==> src/sv/sduc_pkg.sv <==
// Shared types, codes and reset values of the SDO upload client.
// No dependencies; imported by every other file of the block.
`default_nettype none

package sduc_pkg;

    // Request kinds of one input beat
    localparam logic [1:0] REQ_START = 2'd0;
    localparam logic [1:0] REQ_FRAME = 2'd1;
    localparam logic [1:0] REQ_TICK  = 2'd2;

    // Transfer status
    localparam logic [1:0] ST_IDLE = 2'd0;
    localparam logic [1:0] ST_BUSY = 2'd1;
    localparam logic [1:0] ST_DONE = 2'd2;
    localparam logic [1:0] ST_FAIL = 2'd3;

    // Error codes
    localparam logic [2:0] ERR_NONE     = 3'd0;
    localparam logic [2:0] ERR_TIMEOUT  = 3'd1;
    localparam logic [2:0] ERR_ABORT    = 3'd2;
    localparam logic [2:0] ERR_BAD_SCS  = 3'd3;
    localparam logic [2:0] ERR_BAD_ES   = 3'd4;
    localparam logic [2:0] ERR_TOGGLE   = 3'd5;

    // Server command specifiers
    localparam logic [2:0] SCS_SEGMENT     = 3'd0;
    localparam logic [2:0] SCS_INIT_UPLOAD = 3'd2;
    localparam logic [2:0] SCS_ABORT       = 3'd4;

    // Client command bytes
    localparam logic [7:0] CMD_INIT_UPLOAD = 8'h40;
    localparam logic [7:0] CMD_SEG_REQ     = 8'h60;

    // Configuration register indexes
    localparam logic [1:0] CFG_RESPONSE_ID = 2'd0;
    localparam logic [1:0] CFG_REQUEST_ID  = 2'd1;
    localparam logic [1:0] CFG_TIMEOUT     = 2'd2;

    localparam logic [10:0] RESPONSE_ID_RST = 11'd1408;
    localparam logic [10:0] REQUEST_ID_RST  = 11'd1536;
    localparam logic [15:0] TIMEOUT_RST     = 16'd10;

    typedef struct packed {
        logic [1:0]  req_type;
        logic [10:0] frame_id;
        logic [63:0] frame_payload;
        logic [15:0] object_index;
        logic [7:0]  object_subindex;
    } t_item;

    typedef struct packed {
        logic [10:0] response_id;
        logic [10:0] request_id;
        logic [15:0] timeout_ticks;
    } t_cfg;

    typedef struct packed {
        logic        busy;
        logic        segment_phase;
        logic        toggle_bit;
        logic [31:0] received_count;
        logic [31:0] indicated_size;
        logic [15:0] idle_ticks;
        logic [1:0]  status;
        logic [2:0]  error_code;
        logic [31:0] abort_code;
    } t_state;

    typedef struct packed {
        logic        tx_valid;
        logic [10:0] tx_id;
        logic [63:0] tx_payload;
        logic        chunk_valid;
        logic [55:0] chunk_bytes;
        logic [2:0]  chunk_count;
        logic [1:0]  status;
        logic [2:0]  error_code;
        logic [31:0] abort_code;
        logic [31:0] total_size;
    } t_result;

    // Mask that keeps the low cnt bytes of a 7-byte word
    function automatic logic [55:0] byte_mask(input logic [2:0] cnt);
        logic [55:0] m;
        case (cnt)
            3'd0:    m = 56'h00000000000000;
            3'd1:    m = 56'h000000000000FF;
            3'd2:    m = 56'h0000000000FFFF;
            3'd3:    m = 56'h00000000FFFFFF;
            3'd4:    m = 56'h000000FFFFFFFF;
            3'd5:    m = 56'h0000FFFFFFFFFF;
            3'd6:    m = 56'h00FFFFFFFFFFFF;
            default: m = 56'hFFFFFFFFFFFFFF;
        endcase
        return m;
    endfunction

endpackage

`default_nettype wire

==> src/sv/sduc_decode.sv <==
// Single-pass SDO protocol decode: next transfer state and result of one beat.
// Depends on sduc_pkg.
`default_nettype none

module sduc_decode (
    input  sduc_pkg::t_item   i_item,
    input  sduc_pkg::t_state  i_state,
    input  sduc_pkg::t_cfg    i_cfg,
    output sduc_pkg::t_state  o_state,
    output sduc_pkg::t_result o_result
);
    import sduc_pkg::*;

    logic [7:0]  b0;
    logic [2:0]  scs;
    logic [2:0]  exp_size;
    logic [2:0]  seg_size;
    logic [15:0] idle_inc;
    t_state      nxt;
    t_result     res;

    assign b0       = i_item.frame_payload[7:0];
    assign scs      = b0[7:5];
    assign exp_size = b0[0] ? (3'd4 - {1'b0, b0[3:2]}) : 3'd4;
    assign seg_size = 3'd7 - b0[3:1];
    assign idle_inc = i_state.idle_ticks + 16'd1;

    always_comb begin
        nxt = i_state;
        res = '0;
        case (i_item.req_type)
            REQ_START: begin
                nxt.busy           = 1'b1;
                nxt.segment_phase  = 1'b0;
                nxt.toggle_bit     = 1'b0;
                nxt.received_count = '0;
                nxt.indicated_size = '0;
                nxt.idle_ticks     = '0;
                nxt.status         = ST_BUSY;
                nxt.error_code     = ERR_NONE;
                nxt.abort_code     = '0;
                res.tx_valid       = 1'b1;
                res.tx_payload     = {32'd0, i_item.object_subindex,
                                      i_item.object_index, CMD_INIT_UPLOAD};
            end
            REQ_FRAME: begin
                if (i_state.busy && i_item.frame_id == i_cfg.response_id) begin
                    nxt.idle_ticks = '0;
                    if (scs == SCS_ABORT) begin
                        nxt.abort_code = i_item.frame_payload[63:32];
                        nxt.busy       = 1'b0;
                        nxt.status     = ST_FAIL;
                        nxt.error_code = ERR_ABORT;
                    end else if (!i_state.segment_phase) begin
                        if (scs != SCS_INIT_UPLOAD) begin
                            nxt.busy       = 1'b0;
                            nxt.status     = ST_FAIL;
                            nxt.error_code = ERR_BAD_SCS;
                        end else if (b0[1]) begin
                            // expedited: data in bytes 4..7
                            res.chunk_valid    = 1'b1;
                            res.chunk_count    = exp_size;
                            res.chunk_bytes    = {24'd0, i_item.frame_payload[63:32]}
                                                 & byte_mask(exp_size);
                            nxt.received_count = {29'd0, exp_size};
                            nxt.indicated_size = {29'd0, exp_size};
                            nxt.busy           = 1'b0;
                            nxt.status         = ST_DONE;
                        end else if (b0[0]) begin
                            nxt.indicated_size = i_item.frame_payload[63:32];
                            nxt.segment_phase  = 1'b1;
                            res.tx_valid       = 1'b1;
                            res.tx_payload     = {56'd0, CMD_SEG_REQ
                                                  | {3'd0, i_state.toggle_bit, 4'd0}};
                        end else begin
                            nxt.busy       = 1'b0;
                            nxt.status     = ST_FAIL;
                            nxt.error_code = ERR_BAD_ES;
                        end
                    end else begin
                        if (scs != SCS_SEGMENT) begin
                            nxt.busy       = 1'b0;
                            nxt.status     = ST_FAIL;
                            nxt.error_code = ERR_BAD_SCS;
                        end else if (b0[4] != i_state.toggle_bit) begin
                            nxt.busy       = 1'b0;
                            nxt.status     = ST_FAIL;
                            nxt.error_code = ERR_TOGGLE;
                        end else begin
                            res.chunk_valid    = 1'b1;
                            res.chunk_count    = seg_size;
                            res.chunk_bytes    = i_item.frame_payload[63:8]
                                                 & byte_mask(seg_size);
                            nxt.received_count = i_state.received_count
                                                 + {29'd0, seg_size};
                            nxt.toggle_bit     = !i_state.toggle_bit;
                            if (b0[0]) begin
                                nxt.busy   = 1'b0;
                                nxt.status = ST_DONE;
                            end else begin
                                res.tx_valid   = 1'b1;
                                res.tx_payload = {56'd0, CMD_SEG_REQ
                                                  | {3'd0, !i_state.toggle_bit, 4'd0}};
                            end
                        end
                    end
                end
            end
            REQ_TICK: begin
                if (i_state.busy) begin
                    nxt.idle_ticks = idle_inc;
                    if (idle_inc >= i_cfg.timeout_ticks) begin
                        nxt.busy       = 1'b0;
                        nxt.status     = ST_FAIL;
                        nxt.error_code = ERR_TIMEOUT;
                    end
                end
            end
            default: begin
            end
        endcase
        res.tx_id      = res.tx_valid ? i_cfg.request_id : 11'd0;
        res.status     = nxt.status;
        res.error_code = nxt.error_code;
        res.abort_code = nxt.abort_code;
        res.total_size = (nxt.indicated_size != 32'd0) ? nxt.indicated_size
                                                       : nxt.received_count;
    end

    assign o_state  = nxt;
    assign o_result = res;

endmodule

`default_nettype wire

==> src/sv/sdo_upload_client_core.sv <==
// Top level of the CANopen SDO upload client: input register, decode, result register.
// Depends on sduc_pkg and sduc_decode.
//
// Each beat (start, received frame or timer tick) yields exactly one result beat.
// The block takes one beat per clock while o_stall is low. An accepted beat sits in the
// input register, the whole protocol decode is done combinationally between the input
// and result registers, and the result is loaded into the result register, which drives
// the outputs, once that register is free (no result waiting under stall). While a
// result waits, the input side still accepts a beat as long as the input register is empty.
// Configuration writes are meant for idle periods only.
`default_nettype none

module sdo_upload_client_core (
    input  wire         i_clk,
    input  wire         i_rst_n,
    // configuration
    input  wire         i_cfg_we,
    input  wire  [1:0]  i_cfg_index,
    input  wire  [15:0] i_cfg_data,
    // input channel
    input  wire         i_valid,
    output logic        o_stall,
    input  wire  [1:0]  i_req_type,
    input  wire  [10:0] i_frame_id,
    input  wire  [63:0] i_frame_payload,
    input  wire  [15:0] i_object_index,
    input  wire  [7:0]  i_object_subindex,
    // result channel
    output logic        o_valid,
    input  wire         i_stall,
    output logic        o_tx_valid,
    output logic [10:0] o_tx_id,
    output logic [63:0] o_tx_payload,
    output logic        o_chunk_valid,
    output logic [55:0] o_chunk_bytes,
    output logic [2:0]  o_chunk_count,
    output logic [1:0]  o_status,
    output logic [2:0]  o_error_code,
    output logic [31:0] o_abort_code,
    output logic [31:0] o_total_size
);
    import sduc_pkg::*;

    t_cfg    r_cfg;
    t_item   r_in;
    logic    r_in_vld;
    t_state  r_st;
    t_state  n_st;
    t_result r_out;
    t_result n_out;
    logic    r_out_vld;
    logic    out_free;
    logic    step_go;
    logic    in_take;

    assign out_free = !r_out_vld || !i_stall;
    assign step_go  = r_in_vld && out_free;
    assign in_take  = i_valid && !o_stall;
    assign o_stall  = r_in_vld && !out_free;

    always_ff @(posedge i_clk) begin
        if (!i_rst_n) begin
            r_cfg.response_id   <= RESPONSE_ID_RST;
            r_cfg.request_id    <= REQUEST_ID_RST;
            r_cfg.timeout_ticks <= TIMEOUT_RST;
        end else if (i_cfg_we) begin
            case (i_cfg_index)
                CFG_RESPONSE_ID: r_cfg.response_id   <= i_cfg_data[10:0];
                CFG_REQUEST_ID:  r_cfg.request_id    <= i_cfg_data[10:0];
                CFG_TIMEOUT:     r_cfg.timeout_ticks <= i_cfg_data;
                default: begin
                end
            endcase
        end
    end

    always_ff @(posedge i_clk) begin
        if (in_take) begin
            r_in.req_type        <= i_req_type;
            r_in.frame_id        <= i_frame_id;
            r_in.frame_payload   <= i_frame_payload;
            r_in.object_index    <= i_object_index;
            r_in.object_subindex <= i_object_subindex;
        end
        if (step_go) begin
            r_out <= n_out;
        end
    end

    always_ff @(posedge i_clk) begin
        if (!i_rst_n) begin
            r_in_vld  <= 1'b0;
            r_out_vld <= 1'b0;
            r_st      <= '0;
        end else begin
            if (in_take) begin
                r_in_vld <= 1'b1;
            end else if (step_go) begin
                r_in_vld <= 1'b0;
            end
            if (step_go) begin
                r_out_vld <= 1'b1;
                r_st      <= n_st;
            end else if (!i_stall) begin
                r_out_vld <= 1'b0;
            end
        end
    end

    sduc_decode u_decode (
        .i_item   (r_in),
        .i_state  (r_st),
        .i_cfg    (r_cfg),
        .o_state  (n_st),
        .o_result (n_out)
    );

    assign o_valid       = r_out_vld;
    assign o_tx_valid    = r_out.tx_valid;
    assign o_tx_id       = r_out.tx_id;
    assign o_tx_payload  = r_out.tx_payload;
    assign o_chunk_valid = r_out.chunk_valid;
    assign o_chunk_bytes = r_out.chunk_bytes;
    assign o_chunk_count = r_out.chunk_count;
    assign o_status      = r_out.status;
    assign o_error_code  = r_out.error_code;
    assign o_abort_code  = r_out.abort_code;
    assign o_total_size  = r_out.total_size;

endmodule

`default_nettype wire

==> config.mk <==
export PLATFORM = sky130hd
export DESIGN_NAME = sdo_upload_client_core
export DESIGN_NICKNAME = d
export VERILOG_FILES = /design/src/sv/sduc_pkg.sv /design/src/sv/sduc_decode.sv /design/src/sv/sdo_upload_client_core.sv
export SDC_FILE = /design/constraint.sdc
export NUM_CORES = 1
export LEC_CHECK = 0
export BUFFER_PORTS_ARGS = -buffer_cell sky130_fd_sc_hd__buf_2
export CORE_ASPECT_RATIO = 1.1
export CORE_MARGIN = 4
export CORE_UTILIZATION = 51
export DETAILED_ROUTE_END_ITERATION = 16
export PLACE_DENSITY = 0.79
export RECOVER_POWER = 50
export SYNTH_ARGS = -nofsm -noshare
export SYNTH_HDL_FRONTEND = slang
export SYNTH_SLANG_ARGS = --single-unit
==> constraint.sdc <==
create_clock -name i_clk -period 6.2 [get_ports i_clk]
set_input_delay 0.31 -clock i_clk [delete_from_list [all_inputs] [get_ports i_clk]]
set_output_delay 0.31 -clock i_clk [all_outputs]
set_load 0.01 [all_outputs]
==> impl_metrics.toml <==
[power]
p_seq_share_pct = 50.9
p_int_w = 0.00489
power_switching_w = 0.00152
vdd_drop_max_mv = 0.256
power_frac_clock_pct = 41.5
power_density_mw_per_mm2 = 284
finalPower_w = 0.00641
p_sw_share_pct = 23.7
leakagePower_nw = 7.91
pwr-share-comb_pct = 7.6

[global_route]
grt_pass1_wl_um = 85200
gr-total-overflow = 0
grt_pass1_vias = 15100
grt_usage_pct = 27.1
use_met3_pct = 5.35
grt_use_met1_pct = 35.1
grtUsageMet2_pct = 45.4
grt_max_degree = 186
busiest_layer = "met2"
antenna_found_initial = 1

[timing]
worst_pin_slew_ps = 2730
whs_ps = 27.4
post-route-min-period_ps = 4430
slew_headroom_pct = -82.3
finalHoldViolCount = 0
max_freq_mhz = 226
finalSetupViolCount = 0
finalSetupTns_ps = 0
maxSlewViolCount = 142
rsz0062_at_grt = "no"
skew_ps = 18.8
fin_crit_sh_pct = 71.4

[floorplan]
dieHeight_um = 208
rows = 72
num_io_pins = 331
die_area_mm2 = 0.0394
die_w_um = 190
coreArea_mm2 = 0.0355
initial_core_util_pct = 52.2

[final_layout]
syn_to_final_growth_pct = 21.8
drive_gt1_share_pct = 12.4
finalNetCount = 2165
utilization_pct = 63.6
final_area_mm2 = 0.0226

[routing]
dr.pass1.iters = 6
num_vias = 15200
drtIter0Drc = 1672
routed_via_density = 6.00
postRouteAntennaNets = 0
drc = 0
drt_wl_total_um = 55500
wl_per_cell_um = 21.9

[setup_path]
reg2reg_depth = 8
r2r_end = "o_total_size[17]$_DFFE_PP_"
crit_path_start_kind = "register"
endpoint_kind = "register"
required_ps = 6500
reg2reg_from = "r_in[100]$_DFFE_PP_"
regToRegSetupSlack_ps = 1770
critPathMaxFanout = 31
cp.arrival_ps = 4730
endpoint = "o_total_size[17]$_DFFE_PP_"
worstSetupPathType = "register to register"
crit_start = "r_in[100]$_DFFE_PP_"

[clock_network]
clk_latency_ps = 560
clk_pin_slew_ps = 60
cts_buffers = 44
cts_sinks = 428
htree_levels = 2
cts-root-buf = "clkbuf_16"
cts_tree = "done"
clock_path_buffers = 3

[synthesis]
synth_ff_type = "edfxtp_1"
seq_area_frac_synth_pct = 60.8
postSynth.asyncResetShare_pct = 0
avgSynthCellArea_um2 = 11.3
ys_ff_latch = 428
syn_inst = 1640
synth_edf_count = 268
ys_warn_count = 0
syn_area_mm2 = 0.0185
synthDistinctLibCells = 83

[run]
maxCapViolCount = 3

[placed_design]
io_buffers = 293
dp_hpwl_um = 35400
gp_congestion = 0.937
dpl-instance-area_mm2 = 0.0203

[outcome]
outcome = "finished with violations"
violations = "capacitance limit, slew limit"

[min_path]
hold_class = "input port to register"
==> synth_stat cells (all sizes together), types with 3 or more instances <==
cell | n | area (µm²)
a21o | 8 | 60.1
nor4 | 21 | 153
or3 | 5 | 31.3
or2 | 4 | 27.5
nand2 | 148 | 556
nor3 | 37 | 195
dfxtp | 160 | 3200
a211oi | 18 | 135
xnor2 | 22 | 193
o21a | 3 | 22.5
or4 | 4 | 30.0
inv | 30 | 113
a211o | 3 | 26.3
nor3b | 4 | 40.0
nand3 | 32 | 160
a22oi | 52 | 390
o21ba | 33 | 330
a31oi | 16 | 106
a22o | 66 | 578
and2 | 46 | 288
nand4 | 19 | 119
nand2b | 10 | 62.6
o21ai | 134 | 671
nor2 | 106 | 420
nor2b | 17 | 106
a21oi | 118 | 591
clkbuf | 75 | 282
mux2i | 3 | 30.0
and3 | 18 | 113
o31a | 4 | 35.0
a221o | 5 | 50.1
nand3b | 3 | 22.5
o211ai | 4 | 30.0
nor4b | 3 | 53.8
xor2 | 4 | 35.0
buf | 53 | 370
a311oi | 4 | 41.3
ha | 24 | 300
a31o | 3 | 26.3
o31ai | 6 | 45.0
o32ai | 8 | 70.1
and4 | 10 | 87.6
edfxtp | 268 | 8050
==> registers in the layout, summed over array words and instances, names as in the netlist, 2 cells and up <==
signal	flops
o_status	2
r_st	120
o_tx_id	11
o_tx_payload	27
o_total_size	32
o_chunk_count	3
o_chunk_bytes	56
r_cfg	38
o_error_code	3
r_in	101
o_abort_code	32
==> logic make-up (layout without fill, tap and decap cells) <==
logic type | Yosys count | after routing | synth area share (%)
simple gates | 494 | 494 | 13.7
flops | 428 | 428 | 60.8
mux | 3 | 3 | 0.162
xor+xnor | 26 | 26 | 1.23
compound gates | 504 | 504 | 18.3
other cells | 1 | 38 | 0.0203
fa+ha+maj | 25 | 25 | 1.73
buf+inv | 159 | 533 | 4.15
==> cell type report <==
| class | count | area [µm²] |
|---|---|---|
| diodes | 1 | 2.50 |
| clock buffers | 60 | 1250 |
| clock inverters | 20 | 191 |
| fillers | 2833 | 12900 |
| inverters | 31 | 124 |
| multi-input cells | 1089 | 6660 |
| flip-flops and latches | 428 | 11300 |
| well taps | 481 | 602 |
| repair buffers | 422 | 2470 |
==> how the worst min path moves through the flow <==
stage / from / end / slack [ps] / cells past startpoint
finish: i_cfg_data[6] / r_cfg[6]$_SDFFE_PN0P_ / 30 / 3
global route: i_cfg_data[3] / r_cfg[19]$_SDFFE_PN0P_ / 20 / 3
CTS: i_cfg_data[6] / r_cfg[6]$_SDFFE_PN0P_ / 0.6 / 3
detailed placement: r_cfg[18]$_SDFFE_PN0P_ / r_cfg[18]$_SDFFE_PN0P_ / 450 / 2
global placement: r_cfg[19]$_SDFFE_PN0P_ / r_cfg[19]$_SDFFE_PN0P_ / 440 / 2
floorplan: i_object_subindex[0] / r_in[0]$_DFFE_PP_ / 410 / 0
==> power by group through the flow <==
stage | registers (W) | logic (W) | clock network, W
CTS | 0.00325 | 0.000493 | 0.00269
finish | 0.00326 | 0.000488 | 0.00266
detailed placement | 0.00331 | 0.000436 | 0
floorplan | 0.00331 | 0.000260 | 0
global route | 0.00327 | 0.000528 | 0.00282
global placement | 0.00331 | 0.000424 | 0
==> placed cells by master (no fill, tap or decap), drive strengths merged, types with 5 or more instances in the layout <==
cell type,count
dfxtp,160
a211oi,18
dlygate4sd3,110
nor3,37
nand3,32
nor2,106
inv,33
a21oi,118
or3,5
clkbuf,251
buf,121
edfxtp,268
nor2b,17
o31ai,6
o21ba,33
a22oi,52
nand4,19
a31oi,16
a21o,8
nand2b,10
o32ai,8
conb,37
a221o,5
o21ai,134
clkinv,13
and4,10
nor4,21
ha,24
and2,46
xnor2,22
and3,18
a22o,66
nand2,148
==> metal layers <==
layer | share of wire (%) | wire, µm
met1 | 38 | 21100
met2 | 49 | 27000
met3 | 10 | 5610
met4 | 3.2 | 1770
met5 | 0 | 0
==> through the flow <==
stage                     cells  setup WS (ps)
final                      2532           1770
after global placement     2341           2540
after floorplan            1676            600
after CTS                  2531           2410
after detailed placement   2341           2440
after global routing       2532           1570
==> critical path, cell delays in order (launching register included) <==
cell and delay, ps:
edfxtp_1 740, clkbuf_1 880, nor2_1 250, a31oi_4 810, a211oi_1 160, nand4_1 630
buf_4 350, a21oi_1 70, a221o_1 260
==> timing repair <==
action | in CTS | in global routing
gates resized for setup | 0 | 0
endpoints found under the hold margin | 110 | 0
setup buffers | 0 | 0
hold buffers | 110 | 0
No activity file was read; power rests on OpenSTA's default activity.
